`config.mk`:
```
export PLATFORM = sky130hd
export DESIGN_NAME = line_prefix_dispatcher_unit_flat
export DESIGN_NICKNAME = d
export VERILOG_FILES = /design/src/hdl/lpd_pkg.sv /design/src/hdl/lpd_in_if.sv /design/src/hdl/lpd_out_if.sv /design/src/hdl/lpd_prefix_mem.sv /design/src/hdl/line_prefix_dispatcher_unit.sv /design/src/flat_wrapper.sv
export VERILOG_INCLUDE_DIRS = /design/src /design/src/hdl
export SDC_FILE = /design/constraint.sdc
export NUM_CORES = 2
export LEC_CHECK = 0
export BUFFER_PORTS_ARGS = -buffer_cell sky130_fd_sc_hd__buf_2
export CAP_MARGIN = 20
export CORE_MARGIN = 1.5
export CORE_UTILIZATION = 40
export CTS_BUF_LIST = sky130_fd_sc_hd__clkbuf_8
export DETAILED_ROUTE_END_ITERATION = 10
export MAX_ROUTING_LAYER = met4
export PLACE_DENSITY = 0.53
export SYNTH_ARGS = -nofsm -noshare
export SYNTH_HDL_FRONTEND = slang
export SYNTH_SLANG_ARGS = --single-unit
```
`constraint.sdc`:
```
create_clock -name clk -period 3 [get_ports clk]
set_input_delay 0 -clock clk [delete_from_list [all_inputs] [get_ports clk]]
set_output_delay 0 -clock clk [all_outputs]
set_load 0.01 [all_outputs]
```
`src/hdl/line_prefix_dispatcher_unit_macros.svh`:
```
// Assertion macros for the line prefix dispatcher.
// LPD_ASSERT_IMP checks a same-cycle implication, LPD_ASSERT_NXT a next-cycle one.
// Both sample on clk and are disabled while rst_n is low.
`ifndef LINE_PREFIX_DISPATCHER_UNIT_MACROS_SVH
`define LINE_PREFIX_DISPATCHER_UNIT_MACROS_SVH
`ifndef SYNTHESIS
`define LPD_ASSERT_IMP(label, ante, cons) \
  label: assert property (@(posedge clk) disable iff (!rst_n) (ante) |-> (cons)) \
    else $error("lpd: same-cycle check failed");
`define LPD_ASSERT_NXT(label, ante, cons) \
  label: assert property (@(posedge clk) disable iff (!rst_n) (ante) |=> (cons)) \
    else $error("lpd: next-cycle check failed");
`else
`define LPD_ASSERT_IMP(label, ante, cons)
`define LPD_ASSERT_NXT(label, ante, cons)
`endif
`endif

```
`src/hdl/lpd_pkg.sv`:
```
package lpd_pkg;

  // Field widths of the request and result channels
  localparam int MODE_W     = 2;
  localparam int BYTE_W     = 8;
  localparam int SLOT_FLD_W = 3;
  localparam int POS_W      = 5;
  localparam int PLEN_W     = 5;
  localparam int MASK_W     = 8;
  localparam int LINE_LEN_W = 11;

  // Line terminators
  localparam logic [BYTE_W-1:0] CH_CR = 8'h0D;
  localparam logic [BYTE_W-1:0] CH_LF = 8'h0A;

  // Request kinds; the fourth code is unused and ignored
  typedef enum logic [MODE_W-1:0] {
    MODE_BYTE   = 2'd0,
    MODE_PREFIX = 2'd1,
    MODE_LENGTH = 2'd2
  } mode_t;

  typedef logic [MASK_W-1:0]     mask_t;
  typedef logic [LINE_LEN_W-1:0] line_len_t;

  // Prefix byte write into the prefix memory
  typedef struct packed {
    logic                  en;
    logic [POS_W-1:0]      pos;
    logic [SLOT_FLD_W-1:0] slot;
    logic [BYTE_W-1:0]     data;
  } pfx_wr_t;

endpackage

```
`src/hdl/lpd_in_if.sv`:
```
interface lpd_in_if;
  logic                             valid;
  logic                             ready;
  logic [lpd_pkg::MODE_W-1:0]       mode;
  logic [lpd_pkg::BYTE_W-1:0]       data_byte;
  logic [lpd_pkg::SLOT_FLD_W-1:0]   slot;
  logic [lpd_pkg::POS_W-1:0]        position;
  logic [lpd_pkg::PLEN_W-1:0]       prefix_length;
  logic                             enable;

  modport source (
    output valid, mode, data_byte, slot, position, prefix_length, enable,
    input  ready
  );
  modport sink (
    input  valid, mode, data_byte, slot, position, prefix_length, enable,
    output ready
  );
endinterface

```
`src/hdl/lpd_out_if.sv`:
```
interface lpd_out_if;
  logic                           valid;
  logic                           ready;
  logic [lpd_pkg::MASK_W-1:0]     match_mask;
  logic [lpd_pkg::LINE_LEN_W-1:0] line_length;

  modport source (
    output valid, match_mask, line_length,
    input  ready
  );
  modport sink (
    input  valid, match_mask, line_length,
    output ready
  );
endinterface

```
`src/hdl/lpd_prefix_mem.sv`:
```
module lpd_prefix_mem #(
  parameter int SLOTS  = 8,
  parameter int DEPTH  = 23,
  parameter int SLOT_W = 3,
  parameter int AW     = 5
) (
  input  logic                  clk,
  input  logic                  rst_n,
  input  lpd_pkg::pfx_wr_t      wr,
  input  logic                  rd_en,
  input  logic [AW-1:0]         rd_addr,
  output logic [SLOTS*8-1:0]    rd_data
);

  logic [SLOTS*8-1:0] prefix_mem [DEPTH];
  logic [SLOTS-1:0]   lane_vld_r [DEPTH];
  logic [SLOTS*8-1:0] rd_raw_r;
  logic [SLOTS-1:0]   rd_vld_r;
  logic [AW-1:0]      wr_addr;
  logic [SLOT_W-1:0]  wr_lane;

  assign wr_addr = AW'(wr.pos);
  assign wr_lane = SLOT_W'(wr.slot);

  // Byte-lane write and registered read
  always_ff @(posedge clk) begin
    if (wr.en) begin
      prefix_mem[wr_addr][int'(wr_lane) * 8 +: 8] <= wr.data;
    end
    if (rd_en) begin
      rd_raw_r <= prefix_mem[rd_addr];
    end
  end

  // Track written lanes; an unwritten lane reads as zero
  always_ff @(posedge clk) begin
    if (!rst_n) begin
      for (int i = 0; i < DEPTH; i++) begin
        lane_vld_r[i] <= '0;
      end
      rd_vld_r <= '0;
    end else begin
      if (wr.en) begin
        lane_vld_r[wr_addr][wr_lane] <= 1'b1;
      end
      if (rd_en) begin
        rd_vld_r <= lane_vld_r[rd_addr];
      end
    end
  end

  // Mask lanes never written
  always_comb begin
    for (int s = 0; s < SLOTS; s++) begin
      rd_data[s*8 +: 8] = rd_vld_r[s] ? rd_raw_r[s*8 +: 8] : 8'h00;
    end
  end

endmodule

```
`src/hdl/line_prefix_dispatcher_unit.sv`:
```
// Line prefix dispatcher: takes one request per cycle, either a received byte,
// a prefix byte write or a slot length/enable write, and splits the byte stream
// into lines at CR or LF. Each completed line that is non-empty, did not reach
// the line buffer limit and does not start with a zero byte yields one result:
// the mask of enabled slots whose whole prefix matched, plus the line length.
// Prefix bytes sit in a registered-read memory read at the current line
// position when a byte is accepted; the compare happens in the following cycle,
// and a result passes from the compare stage into the output register after
// its terminator is accepted. Requests are taken every cycle; the input stalls
// only while a finished result waits in a full output register and another
// result is ready behind it. No clearing pass is needed after reset.
`include "line_prefix_dispatcher_unit_macros.svh"

module line_prefix_dispatcher_unit #(
  parameter int SLOTS        = 8,
  parameter int PREFIX_BYTES = 23,
  parameter int LINE_BUFFER  = 2048
) (
  input logic       clk,
  input logic       rst_n,
  lpd_in_if.sink    in_chan,
  lpd_out_if.source out_chan
);

  localparam int SLOT_W  = (SLOTS > 1) ? $clog2(SLOTS) : 1;
  localparam int AW      = (PREFIX_BYTES > 1) ? $clog2(PREFIX_BYTES) : 1;
  localparam int LW      = $clog2(PREFIX_BYTES + 1);
  localparam int CLW     = $clog2(LINE_BUFFER);
  localparam int LEN_MAX = LINE_BUFFER - 1;

  // Request decode
  logic in_accept;
  logic is_byte;
  logic is_term;
  logic slot_ok;
  logic pos_ok;
  logic [SLOT_W-1:0] slot_idx;
  logic [LW-1:0]     plen_sat;

  // Slot configuration
  logic [LW-1:0]    slot_len_r [SLOTS];
  logic [SLOTS-1:0] slot_en_r;

  // Line state
  logic [CLW-1:0] len_r, len_nxt;
  logic           ovf_r, ovf_nxt;
  logic           fbz_r, fbz_nxt;
  logic [SLOTS-1:0] still_r, still_nxt;

  // Entry to the compare stage
  logic             rd_en;
  logic             cmp_in;
  logic             term_in;
  logic             res_in;
  logic [SLOTS-1:0] sel_in;

  // Compare stage
  logic             s1_v_r;
  logic             s1_cmp_r;
  logic             s1_term_r;
  logic             s1_res_r;
  logic [7:0]       s1_byte_r;
  logic [SLOTS-1:0] s1_sel_r;
  logic [CLW-1:0]   s1_len_r;
  logic             s1_stall;
  logic [SLOTS*8-1:0] rd_data;

  // Output register
  logic               out_valid_r;
  lpd_pkg::mask_t     out_mask_r;
  lpd_pkg::line_len_t out_len_r;

  lpd_pkg::pfx_wr_t pfx_wr;

  assign in_accept = in_chan.valid && in_chan.ready;
  assign is_byte   = in_chan.mode == lpd_pkg::MODE_BYTE;
  assign is_term   = is_byte && (in_chan.data_byte == lpd_pkg::CH_CR ||
                                 in_chan.data_byte == lpd_pkg::CH_LF);
  assign slot_ok   = 32'(in_chan.slot) < SLOTS;
  assign pos_ok    = 32'(in_chan.position) < PREFIX_BYTES;
  assign slot_idx  = SLOT_W'(in_chan.slot);
  assign plen_sat  = (32'(in_chan.prefix_length) > PREFIX_BYTES) ?
                     LW'(PREFIX_BYTES) : LW'(in_chan.prefix_length);

  // Prefix byte write request
  always_comb begin
    pfx_wr.en   = in_accept && in_chan.mode == lpd_pkg::MODE_PREFIX && slot_ok && pos_ok;
    pfx_wr.pos  = in_chan.position;
    pfx_wr.slot = in_chan.slot;
    pfx_wr.data = in_chan.data_byte;
  end

  lpd_prefix_mem #(
    .SLOTS  (SLOTS),
    .DEPTH  (PREFIX_BYTES),
    .SLOT_W (SLOT_W),
    .AW     (AW)
  ) u_prefix_mem (
    .clk     (clk),
    .rst_n   (rst_n),
    .wr      (pfx_wr),
    .rd_en   (rd_en),
    .rd_addr (AW'(len_r)),
    .rd_data (rd_data)
  );

  // Update slot length and enable
  always_ff @(posedge clk) begin
    if (!rst_n) begin
      for (int s = 0; s < SLOTS; s++) begin
        slot_len_r[s] <= '0;
      end
      slot_en_r <= '0;
    end else if (in_accept && in_chan.mode == lpd_pkg::MODE_LENGTH && slot_ok) begin
      slot_len_r[slot_idx] <= plen_sat;
      slot_en_r[slot_idx]  <= in_chan.enable;
    end
  end

  // Advance length, overflow and first-byte state; issue the prefix read
  always_comb begin
    len_nxt = len_r;
    ovf_nxt = ovf_r;
    fbz_nxt = fbz_r;
    rd_en   = 1'b0;
    cmp_in  = 1'b0;
    term_in = 1'b0;
    res_in  = 1'b0;
    sel_in  = '0;
    if (in_accept && is_byte) begin
      if (is_term) begin
        term_in = 1'b1;
        res_in  = !ovf_r && len_r != '0 && !fbz_r;
        for (int s = 0; s < SLOTS; s++) begin
          sel_in[s] = slot_en_r[s] && 32'(len_r) >= 32'(slot_len_r[s]);
        end
        len_nxt = '0;
        ovf_nxt = 1'b0;
        fbz_nxt = 1'b0;
      end else if (!ovf_r) begin
        if (len_r == CLW'(LEN_MAX)) begin
          len_nxt = '0;
          ovf_nxt = 1'b1;
        end else begin
          if (len_r == '0 && in_chan.data_byte == 8'h00) begin
            fbz_nxt = 1'b1;
          end
          if (32'(len_r) < PREFIX_BYTES) begin
            rd_en  = 1'b1;
            cmp_in = 1'b1;
            for (int s = 0; s < SLOTS; s++) begin
              sel_in[s] = 32'(len_r) < 32'(slot_len_r[s]);
            end
          end
          len_nxt = len_r + CLW'(1);
        end
      end
    end
  end

  always_ff @(posedge clk) begin
    if (!rst_n) begin
      len_r <= '0;
      ovf_r <= 1'b0;
      fbz_r <= 1'b0;
    end else begin
      len_r <= len_nxt;
      ovf_r <= ovf_nxt;
      fbz_r <= fbz_nxt;
    end
  end

  // Hold the compare stage while its result cannot enter the output register
  assign s1_stall       = s1_v_r && s1_res_r && out_valid_r && !out_chan.ready;
  assign in_chan.ready  = !s1_stall;

  always_ff @(posedge clk) begin
    if (!rst_n) begin
      s1_v_r <= 1'b0;
    end else begin
      s1_v_r <= s1_stall || (in_accept && (cmp_in || term_in));
    end
  end

  always_ff @(posedge clk) begin
    if (in_accept) begin
      s1_cmp_r  <= cmp_in;
      s1_term_r <= term_in;
      s1_res_r  <= res_in;
      s1_byte_r <= in_chan.data_byte;
      s1_sel_r  <= sel_in;
      s1_len_r  <= len_r;
    end
  end

  // Drop match bits on a differing byte; restore all at the terminator
  always_comb begin
    still_nxt = still_r;
    if (s1_v_r && !s1_stall) begin
      if (s1_term_r) begin
        still_nxt = '1;
      end else if (s1_cmp_r) begin
        for (int s = 0; s < SLOTS; s++) begin
          if (s1_sel_r[s] && rd_data[s*8 +: 8] != s1_byte_r) begin
            still_nxt[s] = 1'b0;
          end
        end
      end
    end
  end

  always_ff @(posedge clk) begin
    if (!rst_n) begin
      still_r <= '1;
    end else begin
      still_r <= still_nxt;
    end
  end

  // Output register
  always_ff @(posedge clk) begin
    if (!rst_n) begin
      out_valid_r <= 1'b0;
    end else if (s1_v_r && s1_res_r && !s1_stall) begin
      out_valid_r <= 1'b1;
    end else if (out_chan.ready) begin
      out_valid_r <= 1'b0;
    end
  end

  always_ff @(posedge clk) begin
    if (s1_v_r && s1_res_r && !s1_stall) begin
      out_mask_r <= lpd_pkg::mask_t'(s1_sel_r & still_r);
      out_len_r  <= lpd_pkg::line_len_t'(s1_len_r);
    end
  end

  assign out_chan.valid       = out_valid_r;
  assign out_chan.match_mask  = out_mask_r;
  assign out_chan.line_length = out_len_r;

  `LPD_ASSERT_IMP(a_ready_low_only_when_full, !in_chan.ready, out_valid_r && !out_chan.ready)
  `LPD_ASSERT_NXT(a_stalled_result_kept, s1_stall, s1_v_r && s1_res_r)
  `LPD_ASSERT_IMP(a_overflow_len_cleared, ovf_r, len_r == '0)
  `LPD_ASSERT_IMP(a_zero_first_in_line, fbz_r, len_r != '0 || ovf_r)
  `LPD_ASSERT_IMP(a_len_below_buffer, 1'b1, 32'(len_r) < LINE_BUFFER)

endmodule
```
`src/flat_wrapper.sv`:
```
// flat-port wrapper written by rule: the top's interface ports become plain ports
module line_prefix_dispatcher_unit_flat 
#(
  parameter int SLOTS        = 8,
  parameter int PREFIX_BYTES = 23,
  parameter int LINE_BUFFER  = 2048
)
  (clk, rst_n, in_chan_valid, in_chan_mode, in_chan_data_byte, in_chan_slot, in_chan_position, in_chan_prefix_length, in_chan_enable, in_chan_ready, out_chan_valid, out_chan_match_mask, out_chan_line_length, out_chan_ready);
  lpd_in_if in_chan_i ();
  lpd_out_if out_chan_i ();
  input logic clk;
  input logic rst_n;
  input wire logic [$bits(in_chan_i.valid)-1:0] in_chan_valid;
  input wire logic [$bits(in_chan_i.mode)-1:0] in_chan_mode;
  input wire logic [$bits(in_chan_i.data_byte)-1:0] in_chan_data_byte;
  input wire logic [$bits(in_chan_i.slot)-1:0] in_chan_slot;
  input wire logic [$bits(in_chan_i.position)-1:0] in_chan_position;
  input wire logic [$bits(in_chan_i.prefix_length)-1:0] in_chan_prefix_length;
  input wire logic [$bits(in_chan_i.enable)-1:0] in_chan_enable;
  output wire logic [$bits(in_chan_i.ready)-1:0] in_chan_ready;
  output wire logic [$bits(out_chan_i.valid)-1:0] out_chan_valid;
  output wire logic [$bits(out_chan_i.match_mask)-1:0] out_chan_match_mask;
  output wire logic [$bits(out_chan_i.line_length)-1:0] out_chan_line_length;
  input wire logic [$bits(out_chan_i.ready)-1:0] out_chan_ready;
  assign in_chan_i.valid = in_chan_valid;
  assign in_chan_i.mode = in_chan_mode;
  assign in_chan_i.data_byte = in_chan_data_byte;
  assign in_chan_i.slot = in_chan_slot;
  assign in_chan_i.position = in_chan_position;
  assign in_chan_i.prefix_length = in_chan_prefix_length;
  assign in_chan_i.enable = in_chan_enable;
  assign in_chan_ready = in_chan_i.ready;
  assign out_chan_valid = out_chan_i.valid;
  assign out_chan_match_mask = out_chan_i.match_mask;
  assign out_chan_line_length = out_chan_i.line_length;
  assign out_chan_i.ready = out_chan_ready;
  line_prefix_dispatcher_unit #(.SLOTS(SLOTS), .PREFIX_BYTES(PREFIX_BYTES), .LINE_BUFFER(LINE_BUFFER)) u_core (.clk(clk), .rst_n(rst_n), .in_chan(in_chan_i), .out_chan(out_chan_i));
endmodule
```
# After elaboration in Yosys (flattened, before gate mapping)
# Memory sizes are Yosys's and may differ from the RTL's. A register that Yosys moved wholly into a read port is not among the register bits.
# Index checks and enable logic that the tools add are counted.
[classes]
addsub = 2
reduce_logical = 68
muxes = 59
magnitude_cmp = 21
shift = 2
n_eq_ne = 15
bitwise_logic = 1
[ops]
columns = ["cell", "n"]
rows = [
  ["8-bit 2-to-1 mux", 17],
  ["11-bit by 5-bit >= comparator with 1-bit output", 8],
  ["11-bit by 5-bit less-than comparator with 1-bit output", 8],
  ["64-bit 2-to-1 mux", 1],
  ["8-bit != test", 8],
  ["8-bit by 33-bit variable shift with 64-bit output, first input constant", 1],
  ["8-bit by 33-bit indexed part select with 64-bit output", 1],
  ["11-bit 2-to-1 mux", 3],
  ["6-bit negation with 33-bit output", 1],
  ["1-bit logical AND", 32],
  ["1-bit 2-to-1 mux", 32],
  ["3-bit AND reduction", 8],
  ["2-bit nonzero test", 11],
  ["8-bit by 4-bit equality test with 1-bit output, second input constant", 2],
  ["5-bit 2-to-1 mux", 3],
  ["11-bit by 1-bit adder with 11-bit output, second input constant", 1],
  ["11-bit equality test, second input constant", 1],
  ["11-bit logical NOT", 1],
  ["11-bit by 5-bit less-than comparator with 1-bit output, second input constant", 1],
  ["11-bit nonzero test", 1],
  ["8-bit AND", 1],
  ["8-bit bitwise mux", 1],
  ["8-bit logical NOT", 1],
  ["8-bit OR reduction", 1],
  ["15 further kinds", 23],
]
[word_totals]
in_bits = 28
register_bits = 80
elab_cells = 193
out_inout_bits = 21
memories = 3
ram_bits = 1696
[mem_list]
columns = ["name", "depth", "word_bits", "read_ports", "rd_ports_with_merged_regs", "write_ports", "line_no", "text"]
rows = [
  ["u_core.u_prefix_mem.prefix_mem", 23, 64, 1, 1, 1, "lpd_prefix_mem.sv:15", "logic [SLOTS*8-1:0] prefix_mem [DEPTH];"],
  ["u_core.u_prefix_mem.lane_vld_r", 23, 8, 1, 1, 23, "lpd_prefix_mem.sv:16", "logic [SLOTS-1:0] lane_vld_r [DEPTH];"],
  ["u_core.slot_len_r", 8, 5, 8, 0, 8, "line_prefix_dispatcher_unit.sv:41", "logic [LW-1:0] slot_len_r [SLOTS];"],
]

# Longest topological paths before layout
[depth]
depth_word = 12
mapped_depth = 12
depth_no_buf = 8

# Modules after synthesis
# From an unflattened synthesis, not the netlist that was laid out.
[unflattened]
hier_cells = 4517
hier_area_um2 = 76274.4
[modules_own_cells]
columns = ["mod", "area_per_inst_um2", "seq_area_each_um2", "n_inst", "cells_each"]
rows = [
  ["lpd_prefix_mem", 69939.6, 51409.3, 1, 3937],
  ["line_prefix_dispatcher_unit", 6334.8, 3293.2, 1, 580],
]

# Worst setup path after synthesis
# Ideal clock, no wire load.
[synth_path]
path_type = "input to register"
from = "in in_chan_slot[1]"
to = "mem u_core.u_prefix_mem.prefix_mem[0][0] (netlist name) (enable)"
slack_ps = 302
stages = 10
setup_ps = 370
arrival_ps = 2328
required_time_ps = 2630
n_path_buf = 3
cell_sequence = "buf_2 inv_1 ha_1 ha_1 or2_1 clkbuf_1 nor3_1 nand2_1 buf_2 nor2_1"
[synth_between]
elab_chain_cells = 3
[synth_rtl]
columns = ["item", "line_no", "text"]
rows = [
  ["start: declaration", "flat_wrapper.sv:16", "input wire logic [$bits(in_chan_i.slot)-1:0] in_chan_slot;"],
  ["6-bit negation with 33-bit output", "lpd_prefix_mem.sv:28", "prefix_mem[wr_addr][int'(wr_lane) * 8 +: 8] <= wr.data;"],
  ["8-bit by 33-bit variable shift with 64-bit output", "lpd_prefix_mem.sv:28", ""],
  ["64-bit 2-to-1 mux (implied by the code)", "lpd_prefix_mem.sv:28", ""],
  ["end: declaration", "lpd_prefix_mem.sv:15", ""],
]
# Every way passes these cells.

# Final worst setup path
[layout_path]
from = "reg u_core.s1_res_r"
to = "mem u_core.u_prefix_mem.prefix_mem[17][23] (netlist name) (enable)"
[layout_between]
elab_chain_cells = 9
[layout_rtl]
columns = ["item", "line_no", "text"]
rows = [
  ["start: declaration", "line_prefix_dispatcher_unit.sv:61", "logic s1_res_r;"],
  ["start signal: assignment", "line_prefix_dispatcher_unit.sv:189", "s1_res_r <= res_in;"],
  ["1-bit logical AND (3 in a row)", "line_prefix_dispatcher_unit.sv:174", "assign s1_stall = s1_v_r && s1_res_r && out_valid_r && !out_chan.ready;"],
  ["1-bit logical NOT", "line_prefix_dispatcher_unit.sv:175", "assign in_chan.ready = !s1_stall;"],
  ["1-bit logical AND", "line_prefix_dispatcher_unit.sv:75", "assign in_accept = in_chan.valid && in_chan.ready;"],
  ["1-bit logical AND (2 in a row)", "line_prefix_dispatcher_unit.sv:87", "pfx_wr.en = in_accept && in_chan.mode == lpd_pkg::MODE_PREFIX && slot_ok && pos_ok;"],
  ["1-bit 2-to-1 mux", "lpd_prefix_mem.sv:27", "if (wr.en) begin"],
  ["64-bit 2-to-1 mux (implied by the code)", "lpd_prefix_mem.sv:28", ""],
]
# Every way passes these cells.

==> reports/results.txt <==
Post-synthesis sequential area ratio = 72.4%
Max Cap Violations = 0
Total die area = 0.187 mm²
Total core area = 0.183 mm²
Crit share post-route = 94.6%
Avg Inst Size Synth = 17.2 µm²
Flop pwr share = 55.4%
Clock Power Share = 41.2%
CTS buffer count = 326
Io pins = 49
Unique masters post-synth = 59
Total power = 50.6 mW
GR Overflow Total = 0
DR vias = 40850
Clock Tree Root = clkbuf_8
Commonest non-fill, non-tap cell in the layout = edfxtp_1
Vias in the first global route = 41283
Cell Pwr Density = 589 mW/mm²
Sink Count = 1856
Initial Util = 40.3%
Largest net degree at the start of global routing = 201
Flops & latches, synth = 1856
Rel. slew slack = 29.1%
Tmin final = 2.84 ns
Dpl ws = 0.0922 ns
Core Rows = 157
Synth area leaders = edfxtp_1, mux4_2, dfxtp_1
Startpoint types = register
All-Layer GR Usage = 22.1%
Final instance area = 0.0859 mm²
Worst Setup End Kind = register
Yosys warns = 0
Logic gate share of total power = 3.4%
Wire per inst = 26.4 µm
Multi-input logic area = 0.0189 mm²
CTS tree = yes
Setup Viol. Count Final = 0
Leading cell types in the layout, fill and taps excluded = edfxtp_1, mux4_2, nand2_1
Gp weighted congestion = 0.829
Status = complete, no violations
Ys async rst share = 0%
Hold slack = 0.141 ns
Synth area leader = edfxtp_1
WL final = 200000 µm
# port buffers = 48
Fill cells = 15759
Worst slew pin tran = 1.06 ns
CTS clock-pin slew for the worst setup and hold paths = 0.06 ns
Main flop type after synthesis = edfxtp_1
Layout cells sized above 1 = 25.6%
Placed cells = 6976
CP arrival = 3.55 ns
Max Fclk = 352 MHz
Sw Share = 21.9%
Post-Synthesis Cells = 4301
Nets@finish = 4986
Skew-Pair Late Insertion Delay = 1.03 ns
Lkg Pwr = 25.0 nW
Final Hold Fails = 0
Die height = 432 µm
Final ANT Viol Nets = 0
DR iter-0 viols = 4359
Syn nets = 4376
Yosys top cell area share = 66.1%
P_sw = 11.1 mW
Setup ws final = 0.162 ns
Int Power = 39.5 mW
Hold Crit Class = input port to register
Antenna violations before repair = 16
Non-filler instance count after layout = 7582
Peak VDD IR = 0.507 mV
Area delta synth->final = 16.4%
FF/Latch Area = 0.0534 mm²
Setup Crit Path Kind = register to register
Via density = 5.39
RSZ-0062 raised after global routing = false
DR DRC count = 0
Cell Area, Synth = 0.0738 mm²
Clock skew = 0.0899 ns
Post-synth EDFFs = 1625
Post-layout util = 46.9%
DRT Pass-1 Iters = 5
Worst-path maximum fanout = 8
Clock Tree Buf Depth = 4
Post-DP HPWL = 123000 µm
Die W = 432 µm
Required time worst endpoint = 3.71 ns
Placed Area = 0.0795 mm²
H-tree levels = 5
Global-route wire length before repair = 290000 µm
Final Max Tran Viols = 0
Fin Setup TNS = 0 ns
## worst max-delay path, stage by stage (launching register included)
cell and delay, ns:
edfxtp_1 0.43, nand4b_2 0.22, o2111a_1 0.38, and3_1 0.24, nand2_1 0.29, nor2_1 0.66, buf_4 0.28
## cells in the mapped netlist (all sizes together), types with 7 or more instances
| cell type | count |
|---|---|
| nor3 | 16 |
| mux2i | 164 |
| nor2b | 20 |
| a221oi | 11 |
| nand3 | 46 |
| a22oi | 32 |
| dfxtp | 231 |
| o21a | 7 |
| a31oi | 15 |
| xnor2 | 36 |
| or4 | 9 |
| buf | 107 |
| inv | 54 |
| o21ai | 404 |
| o22ai | 10 |
| nor2 | 308 |
| nand2 | 422 |
| nand4 | 14 |
| and2 | 43 |
| mux4 | 417 |
| ha | 47 |
| edfxtp | 1625 |
| clkbuf | 156 |
| a21oi | 23 |
| nand2b | 9 |
## kinds of logic (layout without fill, tap and decap cells)
logic type               Yosys count  after routing  share of synthesized area (%)
multiplexers                     582            582                           15.0
other                              0              3                              0
AO/OA/AOI/OAI                    536            536                           4.05
AND/OR/NAND/NOR                  919            919                           5.28
adder cells (fa/ha/maj)           47             47                          0.797
flip-flops                      1856           1856                           72.4
XOR/XNOR                          41             41                          0.487
buffers and inverters            320           1134                           2.00
## layout make-up
class,count,share of cell area [%]
Sequential cell,1856,62.2
Clock inverter,189,1.08
Timing Repair Buffer,545,5.30
Antenna cell,3,0.00874
Multi-Input combinational cell,2125,22.1
Clock buffer,343,5.50
Tap cell,2464,3.59
Inverter,57,0.262
## worst paths after layout
check	from	slack, ns	depth (start not counted)	to
setup / recovery	u_core.s1_res_r	0.16	6	u_core.u_prefix_mem.prefix_mem[17][23]
hold / removal	in_chan_prefix_length[4]	0.14	5	u_core.slot_len_r[7][0]
setup reg to reg	u_core.s1_res_r	0.16	6	u_core.u_prefix_mem.prefix_mem[17][23]
hold reg to reg	u_core.u_prefix_mem.lane_vld_r[23][5]	0.35	0	u_core.u_prefix_mem.lane_vld_r[23][5]
## power groups by stage
stage / logic, mW / registers (mW) / clock network, mW
floorplan: 0.956 / 28.6 / 0
global placement: 1.63 / 28.6 / 0
detailed placement: 1.65 / 28.6 / 0
CTS: 1.71 / 28.0 / 21.4
global route: 1.82 / 28.0 / 22.5
finish: 1.70 / 28.0 / 20.9
## sequential cells by signal, indices dropped and copies added (netlist names), 11 cells and up
signal                          flops
u_core.slot_len_r                  40
u_core.out_chan.line_length        11
u_core.len_r                       11
u_core.s1_len_r                    11
u_core.u_prefix_mem.prefix_mem   1472
u_core.u_prefix_mem.rd_raw_r       64
u_core.u_prefix_mem.lane_vld_r    192
## what timing repair did
action / in CTS / in global routing
endpoints found under the hold margin: 1675 / 1
hold buffers: 68 / 2
setup buffers: 0 / 1
endpoints found under the setup margin: 0 / 11
gates resized for setup: 0 / 2
## per-layer routing
metal | global-route usage (%) | vias to the layer above | share of wire (%)
met4 | 6.88 | 0 | 3.0
li1 | - | 18024 | -
met1 | 29.7 | 21138 | 43
met2 | 34.2 | 1328 | 47
met3 | 4.11 | 360 | 6.3
met5 | - | - | 0
(Power assumes the default switching activity.)
